`config.mk`:
```
export PLATFORM = sky130hd
export DESIGN_NAME = timer_slot_task_scheduler_unit
export DESIGN_NICKNAME = d
export VERILOG_FILES = /design/src/rtl/tsts_pkg.sv /design/src/rtl/tsts_ctrl.sv /design/src/rtl/tsts_dpath.sv /design/src/rtl/timer_slot_task_scheduler_unit.sv
export SDC_FILE = /design/constraint.sdc
export NUM_CORES = 1
export LEC_CHECK = 0
export BUFFER_PORTS_ARGS = -buffer_cell sky130_fd_sc_hd__buf_2
export CORE_MARGIN = 1
export CORE_UTILIZATION = 60
export DETAILED_ROUTE_END_ITERATION = 10
export GPL_ROUTABILITY_DRIVEN = 0
export PLACE_DENSITY = 0.89
export REMOVE_ABC_BUFFERS = 1
export SLEW_MARGIN = 15
export SYNTH_ARGS = -nofsm -noshare
export SYNTH_HDL_FRONTEND = slang
export SYNTH_SLANG_ARGS = --single-unit
```
`constraint.sdc`:
```
create_clock -name clk_i -period 8.95 [get_ports clk_i]
set_clock_uncertainty 0.1 [all_clocks]
set_input_delay 1.79 -clock clk_i [delete_from_list [all_inputs] [get_ports clk_i]]
set_output_delay 1.79 -clock clk_i [all_outputs]
set_load 0.03 [all_outputs]
```
`src/rtl/tsts_pkg.sv`:
```
// ----------------------------------------------------------------------------
// Timer slot task scheduler package
// Sizes, codes and controller/datapath interface types.
// ----------------------------------------------------------------------------
package tsts_pkg;

  localparam int SLOTS       = 5;
  localparam int PARAM_LIMIT = 32;
  localparam int IDX_W       = (SLOTS > 1) ? $clog2(SLOTS) : 1;

  localparam int KIND_W   = 2;
  localparam int TAG_W    = 8;
  localparam int DELAY_W  = 16;
  localparam int LEN_W    = 8;
  localparam int STATUS_W = 2;
  localparam int SLOT_W   = 3;

  typedef enum logic [KIND_W-1:0] {
    KIND_SCHED = 2'd0,
    KIND_TICK  = 2'd1,
    KIND_DISP  = 2'd2
  } kind_e;

  typedef enum logic [STATUS_W-1:0] {
    STAT_OK       = 2'd0,
    STAT_TOO_LONG = 2'd1,
    STAT_NO_SLOT  = 2'd2
  } status_e;

  typedef enum logic [1:0] {
    MODE_IDLE  = 2'd0,
    MODE_COUNT = 2'd1,
    MODE_READY = 2'd2
  } mode_e;

  typedef enum logic [1:0] {
    FSM_IDLE,
    FSM_EXEC,
    FSM_DISP
  } fsm_e;

  // controller -> datapath
  typedef struct packed {
    logic load_in;
    logic sched;
    logic tick;
    logic disp;
  } ctrl_cmd_t;

  // datapath -> controller
  typedef struct packed {
    logic [KIND_W-1:0] kind;
    logic              out_free;
    logic              any_ready;
  } dp_sts_t;

  // lowest set bit of a slot mask
  function automatic logic [IDX_W-1:0] first_set(input logic [SLOTS-1:0] m);
    logic [IDX_W-1:0] idx;
    idx = '0;
    for (int i = SLOTS - 1; i >= 0; i--) begin
      if (m[i]) idx = IDX_W'(i);
    end
    return idx;
  endfunction

endpackage

```
`src/rtl/tsts_ctrl.sv`:
```
// ----------------------------------------------------------------------------
// Timer slot task scheduler controller
// Sequences accept, execute and the dispatch walk.
// ----------------------------------------------------------------------------
module tsts_ctrl import tsts_pkg::*; (
  input  logic      clk_i,
  input  logic      rst_ni,
  input  logic      in_valid_i,
  output logic      in_ready_o,
  input  dp_sts_t   sts_i,
  output ctrl_cmd_t cmd_o
);

  fsm_e state_q, state_d;

  always_ff @(posedge clk_i or negedge rst_ni) begin
    if (!rst_ni) begin
      state_q <= FSM_IDLE;
    end else begin
      state_q <= state_d;
    end
  end

  always_comb begin
    state_d    = state_q;
    cmd_o      = '0;
    in_ready_o = 1'b0;
    unique case (state_q)
      FSM_IDLE: begin
        in_ready_o = 1'b1;
        if (in_valid_i) begin
          cmd_o.load_in = 1'b1;
          state_d       = FSM_EXEC;
        end
      end
      FSM_EXEC: begin
        unique case (sts_i.kind)
          KIND_SCHED: begin
            if (sts_i.out_free) begin
              cmd_o.sched = 1'b1;
              state_d     = FSM_IDLE;
            end
          end
          KIND_TICK: begin
            cmd_o.tick = 1'b1;
            state_d    = FSM_IDLE;
          end
          KIND_DISP: state_d = FSM_DISP;
          default:   state_d = FSM_IDLE;  // unused kind: dropped
        endcase
      end
      FSM_DISP: begin
        if (!sts_i.any_ready) begin
          state_d = FSM_IDLE;
        end else if (sts_i.out_free) begin
          cmd_o.disp = 1'b1;
        end
      end
      default: state_d = FSM_IDLE;
    endcase
  end

endmodule

```
`src/rtl/tsts_dpath.sv`:
```
// ----------------------------------------------------------------------------
// Timer slot task scheduler datapath
// Item register, slot pool and result register.
// ----------------------------------------------------------------------------
module tsts_dpath import tsts_pkg::*; (
  input  logic                clk_i,
  input  logic                rst_ni,
  input  ctrl_cmd_t           cmd_i,
  output dp_sts_t             sts_o,
  input  logic [KIND_W-1:0]   kind_i,
  input  logic [TAG_W-1:0]    task_tag_i,
  input  logic [DELAY_W-1:0]  delay_ticks_i,
  input  logic                repeat_task_i,
  input  logic [LEN_W-1:0]    param_length_i,
  output logic                out_valid_o,
  input  logic                out_ready_i,
  output logic [STATUS_W-1:0] status_o,
  output logic                is_dispatch_o,
  output logic [SLOT_W-1:0]   slot_index_o,
  output logic [TAG_W-1:0]    run_tag_o,
  output logic                last_of_run_o
);

  // item register
  logic [KIND_W-1:0]  kind_q;
  logic [TAG_W-1:0]   itag_q;
  logic [DELAY_W-1:0] idelay_q;
  logic               irep_q;
  logic               too_long_q;

  // slot pool
  mode_e              mode_q   [SLOTS];
  mode_e              mode_d   [SLOTS];
  logic [TAG_W-1:0]   stag_q   [SLOTS];
  logic               srep_q   [SLOTS];
  logic [DELAY_W-1:0] target_q [SLOTS];
  logic [DELAY_W-1:0] count_q  [SLOTS];
  logic [DELAY_W-1:0] count_d  [SLOTS];
  logic [DELAY_W-1:0] count_inc[SLOTS];

  // result register
  logic                out_valid_q, out_valid_d;
  logic [STATUS_W-1:0] r_status_q, r_status_d;
  logic                r_disp_q, r_disp_d;
  logic [IDX_W-1:0]    r_idx_q, r_idx_d;
  logic [TAG_W-1:0]    r_tag_q, r_tag_d;
  logic                r_last_q, r_last_d;

  logic [SLOTS-1:0] idle_mask, ready_mask, ready_rest, sel_oh;
  logic [IDX_W-1:0] free_idx, rdy_idx;
  logic             sched_ok;

  always_comb begin
    for (int i = 0; i < SLOTS; i++) begin
      idle_mask[i]  = (mode_q[i] == MODE_IDLE);
      ready_mask[i] = (mode_q[i] == MODE_READY);
    end
  end

  assign free_idx   = first_set(idle_mask);
  assign rdy_idx    = first_set(ready_mask);
  assign sel_oh     = SLOTS'(1) << rdy_idx;
  assign ready_rest = ready_mask & ~sel_oh;
  assign sched_ok   = cmd_i.sched && !too_long_q && (idle_mask != '0);

  assign sts_o.kind      = kind_q;
  assign sts_o.out_free  = !out_valid_q || out_ready_i;
  assign sts_o.any_ready = (ready_mask != '0);

  always_ff @(posedge clk_i) begin
    if (cmd_i.load_in) begin
      kind_q     <= kind_i;
      itag_q     <= task_tag_i;
      idelay_q   <= delay_ticks_i;
      irep_q     <= repeat_task_i;
      too_long_q <= (param_length_i > LEN_W'(PARAM_LIMIT));
    end
  end

  // per-slot next state
  always_comb begin
    for (int i = 0; i < SLOTS; i++) begin
      mode_d[i]    = mode_q[i];
      count_d[i]   = count_q[i];
      count_inc[i] = count_q[i] + DELAY_W'(1);
      if (cmd_i.tick && mode_q[i] == MODE_COUNT) begin
        count_d[i] = count_inc[i];
        if (count_inc[i] == target_q[i]) mode_d[i] = MODE_READY;
      end
      if (cmd_i.disp && sel_oh[i]) begin
        count_d[i] = '0;
        mode_d[i]  = srep_q[i] ? MODE_COUNT : MODE_IDLE;
      end
      if (sched_ok && free_idx == IDX_W'(i)) begin
        count_d[i] = '0;
        mode_d[i]  = (idelay_q == '0) ? MODE_READY : MODE_COUNT;
      end
    end
  end

  always_ff @(posedge clk_i or negedge rst_ni) begin
    if (!rst_ni) begin
      for (int i = 0; i < SLOTS; i++) mode_q[i] <= MODE_IDLE;
    end else begin
      for (int i = 0; i < SLOTS; i++) mode_q[i] <= mode_d[i];
    end
  end

  always_ff @(posedge clk_i) begin
    for (int i = 0; i < SLOTS; i++) begin
      count_q[i] <= count_d[i];
      if (sched_ok && free_idx == IDX_W'(i)) begin
        stag_q[i]   <= itag_q;
        srep_q[i]   <= irep_q;
        target_q[i] <= idelay_q;
      end
    end
  end

  // result register
  always_comb begin
    out_valid_d = out_valid_q && !out_ready_i;
    r_status_d  = r_status_q;
    r_disp_d    = r_disp_q;
    r_idx_d     = r_idx_q;
    r_tag_d     = r_tag_q;
    r_last_d    = r_last_q;
    if (cmd_i.sched) begin
      out_valid_d = 1'b1;
      r_disp_d    = 1'b0;
      r_tag_d     = '0;
      r_last_d    = 1'b1;
      if (too_long_q) begin
        r_status_d = STAT_TOO_LONG;
        r_idx_d    = '0;
      end else if (idle_mask == '0) begin
        r_status_d = STAT_NO_SLOT;
        r_idx_d    = '0;
      end else begin
        r_status_d = STAT_OK;
        r_idx_d    = free_idx;
      end
    end else if (cmd_i.disp) begin
      out_valid_d = 1'b1;
      r_status_d  = STAT_OK;
      r_disp_d    = 1'b1;
      r_idx_d     = rdy_idx;
      r_tag_d     = stag_q[rdy_idx];
      r_last_d    = (ready_rest == '0);
    end
  end

  always_ff @(posedge clk_i or negedge rst_ni) begin
    if (!rst_ni) begin
      out_valid_q <= 1'b0;
    end else begin
      out_valid_q <= out_valid_d;
    end
  end

  always_ff @(posedge clk_i) begin
    r_status_q <= r_status_d;
    r_disp_q   <= r_disp_d;
    r_idx_q    <= r_idx_d;
    r_tag_q    <= r_tag_d;
    r_last_q   <= r_last_d;
  end

  assign out_valid_o   = out_valid_q;
  assign status_o      = r_status_q;
  assign is_dispatch_o = r_disp_q;
  assign slot_index_o  = SLOT_W'(r_idx_q);
  assign run_tag_o     = r_tag_q;
  assign last_of_run_o = r_last_q;

endmodule

```
`src/rtl/timer_slot_task_scheduler_unit.sv`:
```
// ----------------------------------------------------------------------------
// Timer slot task scheduler
// Pool of one-shot and periodic timer slots with schedule, tick and dispatch.
// ----------------------------------------------------------------------------
//  channel | direction | handshake             | payload
//  --------+-----------+-----------------------+----------------------------------
//  in      | input     | in_valid_i/in_ready_o | kind, task_tag, delay_ticks,
//          |           |                       | repeat_task, param_length
//  out     | output    | out_valid_o/out_ready_i | status, is_dispatch, slot_index,
//          |           |                       | run_tag, last_of_run
//
//  Sequence: schedule and tick are accepted, then executed; a dispatch is
//  accepted, executed, then emits one result per cycle while the output is free,
//  with the controller walking the ready mask through a single result register.
//  Reset: rst_ni clears the controller, all slot modes (idle) and result valid.
//  Stalls: a held result blocks the next schedule or dispatch result only;
//  the item side stays closed until the current transaction has finished.
// ----------------------------------------------------------------------------
module timer_slot_task_scheduler_unit import tsts_pkg::*; (
  input  logic                clk_i,
  input  logic                rst_ni,
  // item channel
  input  logic                in_valid_i,
  output logic                in_ready_o,
  input  logic [KIND_W-1:0]   kind_i,
  input  logic [TAG_W-1:0]    task_tag_i,
  input  logic [DELAY_W-1:0]  delay_ticks_i,
  input  logic                repeat_task_i,
  input  logic [LEN_W-1:0]    param_length_i,
  // result channel
  output logic                out_valid_o,
  input  logic                out_ready_i,
  output logic [STATUS_W-1:0] status_o,
  output logic                is_dispatch_o,
  output logic [SLOT_W-1:0]   slot_index_o,
  output logic [TAG_W-1:0]    run_tag_o,
  output logic                last_of_run_o
);

  ctrl_cmd_t cmd;
  dp_sts_t   sts;

  // Controller: waits for an item, then runs its kind. Dispatch loops, one
  // ready slot per cycle while the output is free, until the ready mask is empty.
  tsts_ctrl u_ctrl (
    .clk_i,
    .rst_ni,
    .in_valid_i,
    .in_ready_o,
    .sts_i (sts),
    .cmd_o (cmd)
  );

  // Datapath: captures the item, holds the slots, counts ticks, picks the
  // lowest idle slot for a schedule and the lowest ready slot for a dispatch.
  tsts_dpath u_dpath (
    .clk_i,
    .rst_ni,
    .cmd_i (cmd),
    .sts_o (sts),
    .kind_i,
    .task_tag_i,
    .delay_ticks_i,
    .repeat_task_i,
    .param_length_i,
    .out_valid_o,
    .out_ready_i,
    .status_o,
    .is_dispatch_o,
    .slot_index_o,
    .run_tag_o,
    .last_of_run_o
  );

endmodule

```
==> results of run 1 <==
## final timing paths
check / from / depth (start not counted) / to
hold reg to reg: u_dpath.run_tag_o[2] / 2 / u_dpath.run_tag_o[2]
max in group asynchronous: rst_ni / 1 / u_dpath.mode_q[9]
hold / removal: u_dpath.run_tag_o[2] / 2 / u_dpath.run_tag_o[2]
min in group asynchronous: rst_ni / 1 / u_dpath.mode_q[4]
setup / recovery: out_ready_i / 7 / u_dpath.stag_q[4][7]
setup reg to reg: u_dpath.kind_q[1] / 6 / u_dpath.stag_q[4][7]
## cell usage after synthesis, types with 3 or more instances
library cell  count  area (um2)
and4_1            6        52.6
a32o_1            3        30.0
nor2_1          136         510
nand2b_1         12        75.1
buf_2            15        75.1
dfxtp_1          90        1800
o22ai_1           7        43.8
dfrtp_1          13         325
or3_1            10        62.6
inv_1            14        52.6
xnor2_1         111         972
and3_1           12        75.1
nand4_1          34         213
xor2_1           79         692
nand2_1          91         342
ha_1              7        87.6
a2111oi_0         4        35.0
a21oi_1          19        95.1
nor3_1           27         135
nor4_1           16         100
and2_1            5        31.3
nand3_1          60         300
edfxtp_1        158        4740
o21a_1            3        22.5
o31ai_1           4        30.0
mux2i_1           3        30.0
a31oi_1           8        50.1
nor3b_1          10        75.1
clkbuf_1         24        90.1
nor2b_1           7        43.8
o221ai_1          3        26.3
o41ai_1           3        26.3
nand3b_1          4        30.0
o21ai_0          33         165
a222oi_1          8        80.1
## power by group
part,switching (mW),internal [mW]
clock network,0.456,0.647
logic,0.522,0.399
registers,0.334,1.51
## registers in the layout, indices dropped and copies added (netlist names), 2 cells and up
signal,flops
u_dpath.idelay_q,16
u_dpath.status_o,2
u_dpath.count_q,80
u_dpath.target_q,80
u_ctrl.state_q,2
u_dpath.srep_q,5
u_dpath.mode_q,10
u_dpath.slot_index_o,3
u_dpath.run_tag_o,8
u_dpath.stag_q,40
u_dpath.kind_q,2
u_dpath.itag_q,8
## worst max-delay path: stages
cell and delay [ns]:
buf_2 0.08, nand2b_1 0.11, nand4b_1 0.76, nand2b_1 0.60
or3_1 0.47, or3_1 0.38, inv_1 0.77
## cell usage in the layout (no fill, tap or decap), types with 28 or more instances in the layout
master	n
buf_2	55
clkbuf_16	28
dfxtp_1	90
edfxtp_1	158
nand2_1	91
nand3_1	60
nand4_1	34
nor2_1	136
o21ai_0	33
xnor2_1	111
xor2_1	79
## final cells by class
| class | instances | area, um2 | share of cell area (%) |
|---|---|---|---|
| flip-flops and latches | 261 | 6870 | 52.0 |
| repair buffers | 61 | 320 | 2.42 |
| inverters | 14 | 52.6 | 0.397 |
| well taps | 265 | 332 | 2.51 |
| clock buffers | 36 | 751 | 5.68 |
| multi-input cells | 764 | 4770 | 36.1 |
| clock inverters | 13 | 125 | 0.946 |
## metal layers
| layer | track usage (%) | part of all wire, % | vias up |
|---|---|---|---|
| met5 | 0 | 0 | - |
| met4 | 10.2 | 3.1 | 0 |
| met3 | 5.00 | 9.7 | 84 |
| met2 | 44.1 | 47 | 550 |
| met1 | 38.2 | 41 | 4138 |
| li1 | - | - | 3977 |
## logic make-up (layout without fill, tap and decap cells)
| family | count (synthesis) | in the layout | share of synthesized area, % |
|---|---|---|---|
| and+or+nand+nor | 442 | 442 | 18.1 |
| DFF | 261 | 261 | 57.9 |
| xor gates and xnor gates | 190 | 190 | 14.0 |
| AOI/OAI and AO/OA | 122 | 122 | 7.02 |
| buffers and inverters | 55 | 124 | 1.93 |
| adders and majority gates | 7 | 7 | 0.738 |
| muxes | 3 | 3 | 0.253 |
==> summary.md, run 1 <==
| Metric | Value |
|---|---|
| Clock tree buffer depth | 3 |
| H-Tree Level Count | 1 |
| Critical path type | input pin to flip-flop |
| DIE HEIGHT | 143 um |
| # fillers | 1333 |
| Tot Pwr | 3.87 mW |
| Synth warn | 0 |
| Final worst slack | 4.01 ns |
| Async SR Flop Fraction | 4.98% |
| Rows | 51 |
| RSZ-0062 raised after global routing | no |
| Final setup violation count | 0 |
| Initial antenna violation count | 0 |
| Tmin final | 4.94 ns |
| Cells after DPL | 1365 |
| Synthesized flop and latch total | 261 |
| Vias in the first global route | 8093 |
| DRT iter0 DRCs | 1073 |
| Pleak | 4.58 nW |
| Drt first pass iters | 6 |
| Power Dens Cells | 292 nW/um2 |
| Tightest Hold Check Type | flip-flop to flip-flop |
| Status | completed |
| CP max FO | 27 |
| # hold bufs at CTS | 0 |
| Routed WL | 27500 um |
| Post-CTS Setup Inserts | 0 |
| Design area | 13200 um2 |
| Resized cells post-CTS | 0 |
| Final Util | 68.2% |
| First-pass GRT wire length | 43200 um |
| Layout cells sized above 1 | 9.31% |
| Final global-route overflow total | 0 |
| Synth unique cells | 64 |
| Pin count of the biggest net entering global routing | 29 |
| Tcrit/Tclk final | 55.2% |
| Die W | 143 um |
| Crit path capture type | flip-flop |
| Ant diodes | 0 |
| Placed Area | 12300 um2 |
| WL/cell | 19.5 um |
| Critical Path RT | 8.99 ns |
| Hold Fails Final Rpt | 0 |
| Core Area | 19400 um2 |
| R2r setup slk | 4.85 ns |
| Peak VDD IR | 0.254 mV |
| Final net count | 1175 |
| Mean Syn Cell Area | 11.0 um2 |
| Post-Layout Cell Count | 1414 |
| Tot GR Track Use | 27.7% |
| Number of flops mapped to enable cells by yosys | 158 |
| Fmax | 0.203 GHz |
| Fin. max-slew vios | 0 |
| Measured slew at the worst slew-check pin | 1.19 ns |
| Vias per std cell | 6.19 |
| Primary FF master, synth | edfxtp_1 |
| Area grow syn2layout | 11.5% |
| CTS buffer count | 27 |
| Number of remaining DRC errors | 0 |
| Die Area | 20300 um2 |
| Max-Cap Viols | 0 |
| Startpoint types | input pin |
| Seq/Total Area, Yosys | 57.9% |
| Via count | 8749 |
| Setup TNS | 0 ns |
| Worst-Skew Late Latency | 0.52 ns |
| Mapped cell area | 11900 um2 |
| Input/output buffers | 55 |
| Io pins | 56 |
| Clock Sinks | 261 |
| Initial core utilization | 61.2% |
| Final ANT Viol Nets | 0 |
| Worst EP arrival | 4.97 ns |
| TritonCTS clock tree | built |
| WHS | 0.381 ns |
| Root Buffer | clkbuf_16 |
| Slew HR | 20.1% |
| Setup WS pre-CTS | 3.64 ns |
| Clock slew at reported path FFs | 0.06 ns |
| Syn Inst Count | 1080 |
| HPWL Detailed | 17700 um |
(Power assumes the default switching activity.)
==> inputs of run 2 (changes only) <==
Settings changed: ABC_AREA set to 1, CORE_UTILIZATION 60 to 56, PLACE_DENSITY 0.89 to 0.87.
Clock period 8.95 ns to 4.4 ns, I/O delays scaled along.
==> run 2 against run 1 <==
  * Design area is 8.0% higher
  * Critical path depth is 4 higher
  * Worst hold slack worse by 0.23 ns
  * Combinational power rose to 4.0 times the previous value
  * Non-clock buffer count unchanged
  * Global-route usage up 0.32 points
  * Clock-buffer cell count decreased by 2
  * Register-to-register slack worse by 3.6 ns
  * Synthesized area rose by 7.9%
  * Clock power is 110% higher
  * Sequential share of layout area is 3.8 points lower
  * Via count up 27%
==> summary.md, run 2 <==
| Metric | Value |
|---|---|
| Fmax | 0.322 GHz |
| Post-Layout Cell Count | 1909 (+35%) |
| Power Dens Cells | 692 nW/um2 (+140%) |
| Layout cells sized above 1 | 9.77% (+0.45 points) |
| CP max FO | 16 (-41%) |
| Max-Cap Viols | 0 (unchanged) |
| Final global-route overflow total | 0 (unchanged) |
| Root Buffer | clkbuf_16 |
| Syn Inst Count | 1543 (+43%) |
| Input/output buffers | 55 (unchanged) |
| First-pass GRT wire length | 51900 um (+20%) |
| Commonest non-fill, non-tap cells in the layout | nand2_1 (476), nand3_1 (179), edfxtp_1 (158) |
| P_int | 5.78 mW (+130%) |
| Resized cells post-CTS | 0 (unchanged) |
| Post-CTS Setup Inserts | 0 (unchanged) |
| Worst-Skew Late Latency | 0.54 ns (+0.02 ns) |
| Hold Fails Final Rpt | 0 (unchanged) |
| Synth cell count leaders | nand2_1 (476), nand3_1 (179), edfxtp_1 (158) |
| Pleak | 6.25 nW (+36%) |
| Clock slew at reported path FFs | 0.07 ns (about the same) |
| Primary FF master, synth | edfxtp_1 |
| Mapped cell area | 12800 um2 (+7.9%) |
| H-Tree Level Count | 1 (unchanged) |
| CP Buf/Inv Count | 2 (unchanged) |
| Measured slew at the worst slew-check pin | 1.05 ns (-0.140 ns) |
| Rows | 54 (+5.9%) |
| Startpoint types | flip-flop |
| Number of remaining DRC errors | 0 (unchanged) |
| FF-to-FF path depth | 11 (+5) |
| Register share of total power | 38.9% (-8.8 points) |
| Synth warn | 0 (unchanged) |
| Via count | 11100 (+27%) |
| WHS | 0.151 ns (-0.230 ns) |
| CP delay by family, top | simple AND/OR/NAND/NOR gates |
| Routed WL | 33000 um (+20%) |
| Tot GR Track Use | 28.0% (+0.32 points) |
| Final setup violation count | 0 (unchanged) |
| Switch Pwr | 4.10 mW (+210%) |
| Final worst slack | 1.30 ns (-2.72 ns) |
| Critical Path RT | 4.76 ns (-4.23 ns) |
| DIE HEIGHT | 153 um (+7.4%) |
| Critical path type | flip-flop to flip-flop |
| Seq/Total Area, Yosys | 53.7% (-4.2 points) |
| CTS buffer count | 26 (-3.7%) |
| Drt first pass iters | 8 (+2) |
| Final Util | 64.6% (-3.5 points) |
| Number of flops mapped to enable cells by yosys | 158 (unchanged) |
| Initial antenna violation count | 1 (+1) |
| Vias per std cell | 5.84 (-5.7%) |
| Initial core utilization | 57.9% (-3.2 points) |
| Slew HR | 30.0% (+9.9 points) |
| Area grow syn2layout | 11.6% (about the same) |
| Tmin final | 3.10 ns |
| Synth unique cells | 41 (-36%) |
| Tightest Hold Check Type | input pin to asynchronous set/reset pin |
| Vias in the first global route | 10500 (+30%) |
| Setup TNS | 0 ns (unchanged) |
| Io pins | 56 (unchanged) |
| Async SR Flop Fraction | 4.98% (unchanged) |
| Crit path capture type | flip-flop |
| Critical path's slowest cell | nand2_1 |
| Clock tree buffer depth | 3 (unchanged) |
| Commonest non-fill, non-tap cell in the layout | nand2_1 |
| Setup WS pre-CTS | 1.37 ns (-2.27 ns) |
| TritonCTS clock tree | built |
| Sw Share | 41.5% (+7.6 points) |
| Instance count on the critical path | 11 (+4) |
| Cells after DPL | 1860 (+36%) |
| Peak VDD IR | 0.397 mV (+56%) |
| RSZ-0062 raised after global routing | no |
| Tcrit/Tclk final | 70.5% |
| DRT iter0 DRCs | 1133 (+5.6%) |
| Worst EP arrival | 3.47 ns (-1.50 ns) |
| Status | completed |
| Fin. max-slew vios | 0 (unchanged) |
| Top cell type's share of synthesized area | 37.1% (-2.9 points) |
| Pin count of the biggest net entering global routing | 29 (unchanged) |
| HPWL Detailed | 22400 um (+26%) |
| Mean Syn Cell Area | 8.30 um2 (-24%) |
| Final net count | 1654 (+41%) |
| Synthesized flop and latch total | 261 (unchanged) |
| Crit path top cell by count | nand2_1 |
| WL/cell | 17.3 um (-11%) |
| # fillers | 1649 (+24%) |
| Synth area leader | edfxtp_1 |
| Final ANT Viol Nets | 0 (unchanged) |
| Comb power frac | 37.6% (+14 points) |
| Cell Chain, Critical Path | inv_1, nor2_1, inv_1, nand2_1, nand3_2, nor2_2, nand3_1, nand2_1, o21ai_1, o21bai_1, nand2_1 |
| Die W | 153 um (+7.4%) |
| Top post-synthesis cells by area | edfxtp_1 (37%), dfxtp_1 (14%), nand2_1 (14%), nand3_1 (7.0%), inv_1 (4.5%) |
| Largest regs | u_dpath.count_q: 80 flops, u_dpath.target_q: 80 flops, u_dpath.stag_q: 40 flops |
| # hold bufs at CTS | 0 (unchanged) |
| Max incr delay on CP | 0.60 ns (-0.17 ns) |
| Clock Sinks | 261 (unchanged) |
| Core Area | 22100 um2 (+14%) |
| Die Area | 23500 um2 (+15%) |
| Clock share of power | 23.5% (-5.0 points) |
| Top-count cell post-synth | nand2_1 |
[run 2: changes by cell type in the layout (fill, tap and decap cells not counted), sizes merged, moves of 29 or more]
cell,delta
xor2,-66
nor2,+29
nand2,+395
xnor2,-101
nand3,+121
inv,+149
a21oi,+72
[run 2: final timing paths]
| path | start | end | slack, ns |
|---|---|---|---|
| worst max-delay path | u_dpath.mode_q[1] | u_dpath.mode_q[4] | 1.30 |
| worst min register to register | u_dpath.count_q[0][46] | u_dpath.count_q[0][46] | 0.39 |
| min in group clk_i | u_dpath.count_q[0][46] | u_dpath.count_q[0][46] | 0.39 |
| max in group asynchronous | rst_ni | u_dpath.mode_q[1] | 3.77 |
| worst max register to register | u_dpath.mode_q[1] | u_dpath.mode_q[4] | 1.30 |
| worst min-delay path | rst_ni | u_dpath.mode_q[6] | 0.15 |
[run 2: routing by layer]
layer | GRT usage (%) | vias up | routed length (um)
li1 | - | 5272 | -
met1 | 35.1 | 5080 | 12700
met3 | 4.03 | 165 | 2960
met2 | 46.5 | 623 | 15300
met4 | 16.4 | 0 | 2030
met5 | 0 | - | 0
[run 2: logic make-up (layout without fill, tap and decap cells)]
family                     Yosys count  after routing  share of synthesized area, %
DFF                                261            261                          53.7
AOI/OAI and AO/OA                  152            152                          6.36
xor gates and xnor gates            28             28                          2.46
and+or+nand+nor                    910            910                          31.2
buffers and inverters              185            270                          5.56
other                                0              1                             0
adders and majority gates            7              7                         0.684
[run 2: worst reg2reg max path, cell delays in order, from the launching register on]
cell and delay (ns):
dfrtp_1 0.38, inv_1 0.08, nor2_1 0.29, inv_1 0.10
nand2_1 0.15, nand3_2 0.12, nor2_2 0.52, nand3_1 0.20
nand2_1 0.60, o21ai_1 0.20, o21bai_1 0.22, nand2_1 0.09
[run 2: stage by stage]
stage               total power, mW  cell area [um2]
finish                         9.88            14300
global route                   10.5            14300
CTS                            9.79            14300
detailed placement             7.41            13400
global placement               7.19            13400
floorplan                      6.44            12700
[run 2: final cells by class]
class | instances | area, um2 | area share, %
sequential | 261 | 6870 | 48.1
multi-input combinational | 1097 | 5230 | 36.6
clock buffer | 34 | 742 | 5.20
inverter | 161 | 604 | 4.23
tap | 280 | 350 | 2.45
timing repair buffer | 61 | 320 | 2.24
clock inverter | 14 | 161 | 1.13
antenna | 1 | 2.50 | 0.0175
[run 2: power by group through the flow]
stage | Sequential (mW) | Combinational [mW] | Clock, mW
floorplan | 3.72 | 2.72 | 0
global placement | 3.82 | 3.38 | 0
detailed placement | 3.84 | 3.57 | 0
CTS | 3.81 | 3.66 | 2.33
global route | 3.89 | 4.15 | 2.43
finish | 3.84 | 3.72 | 2.32
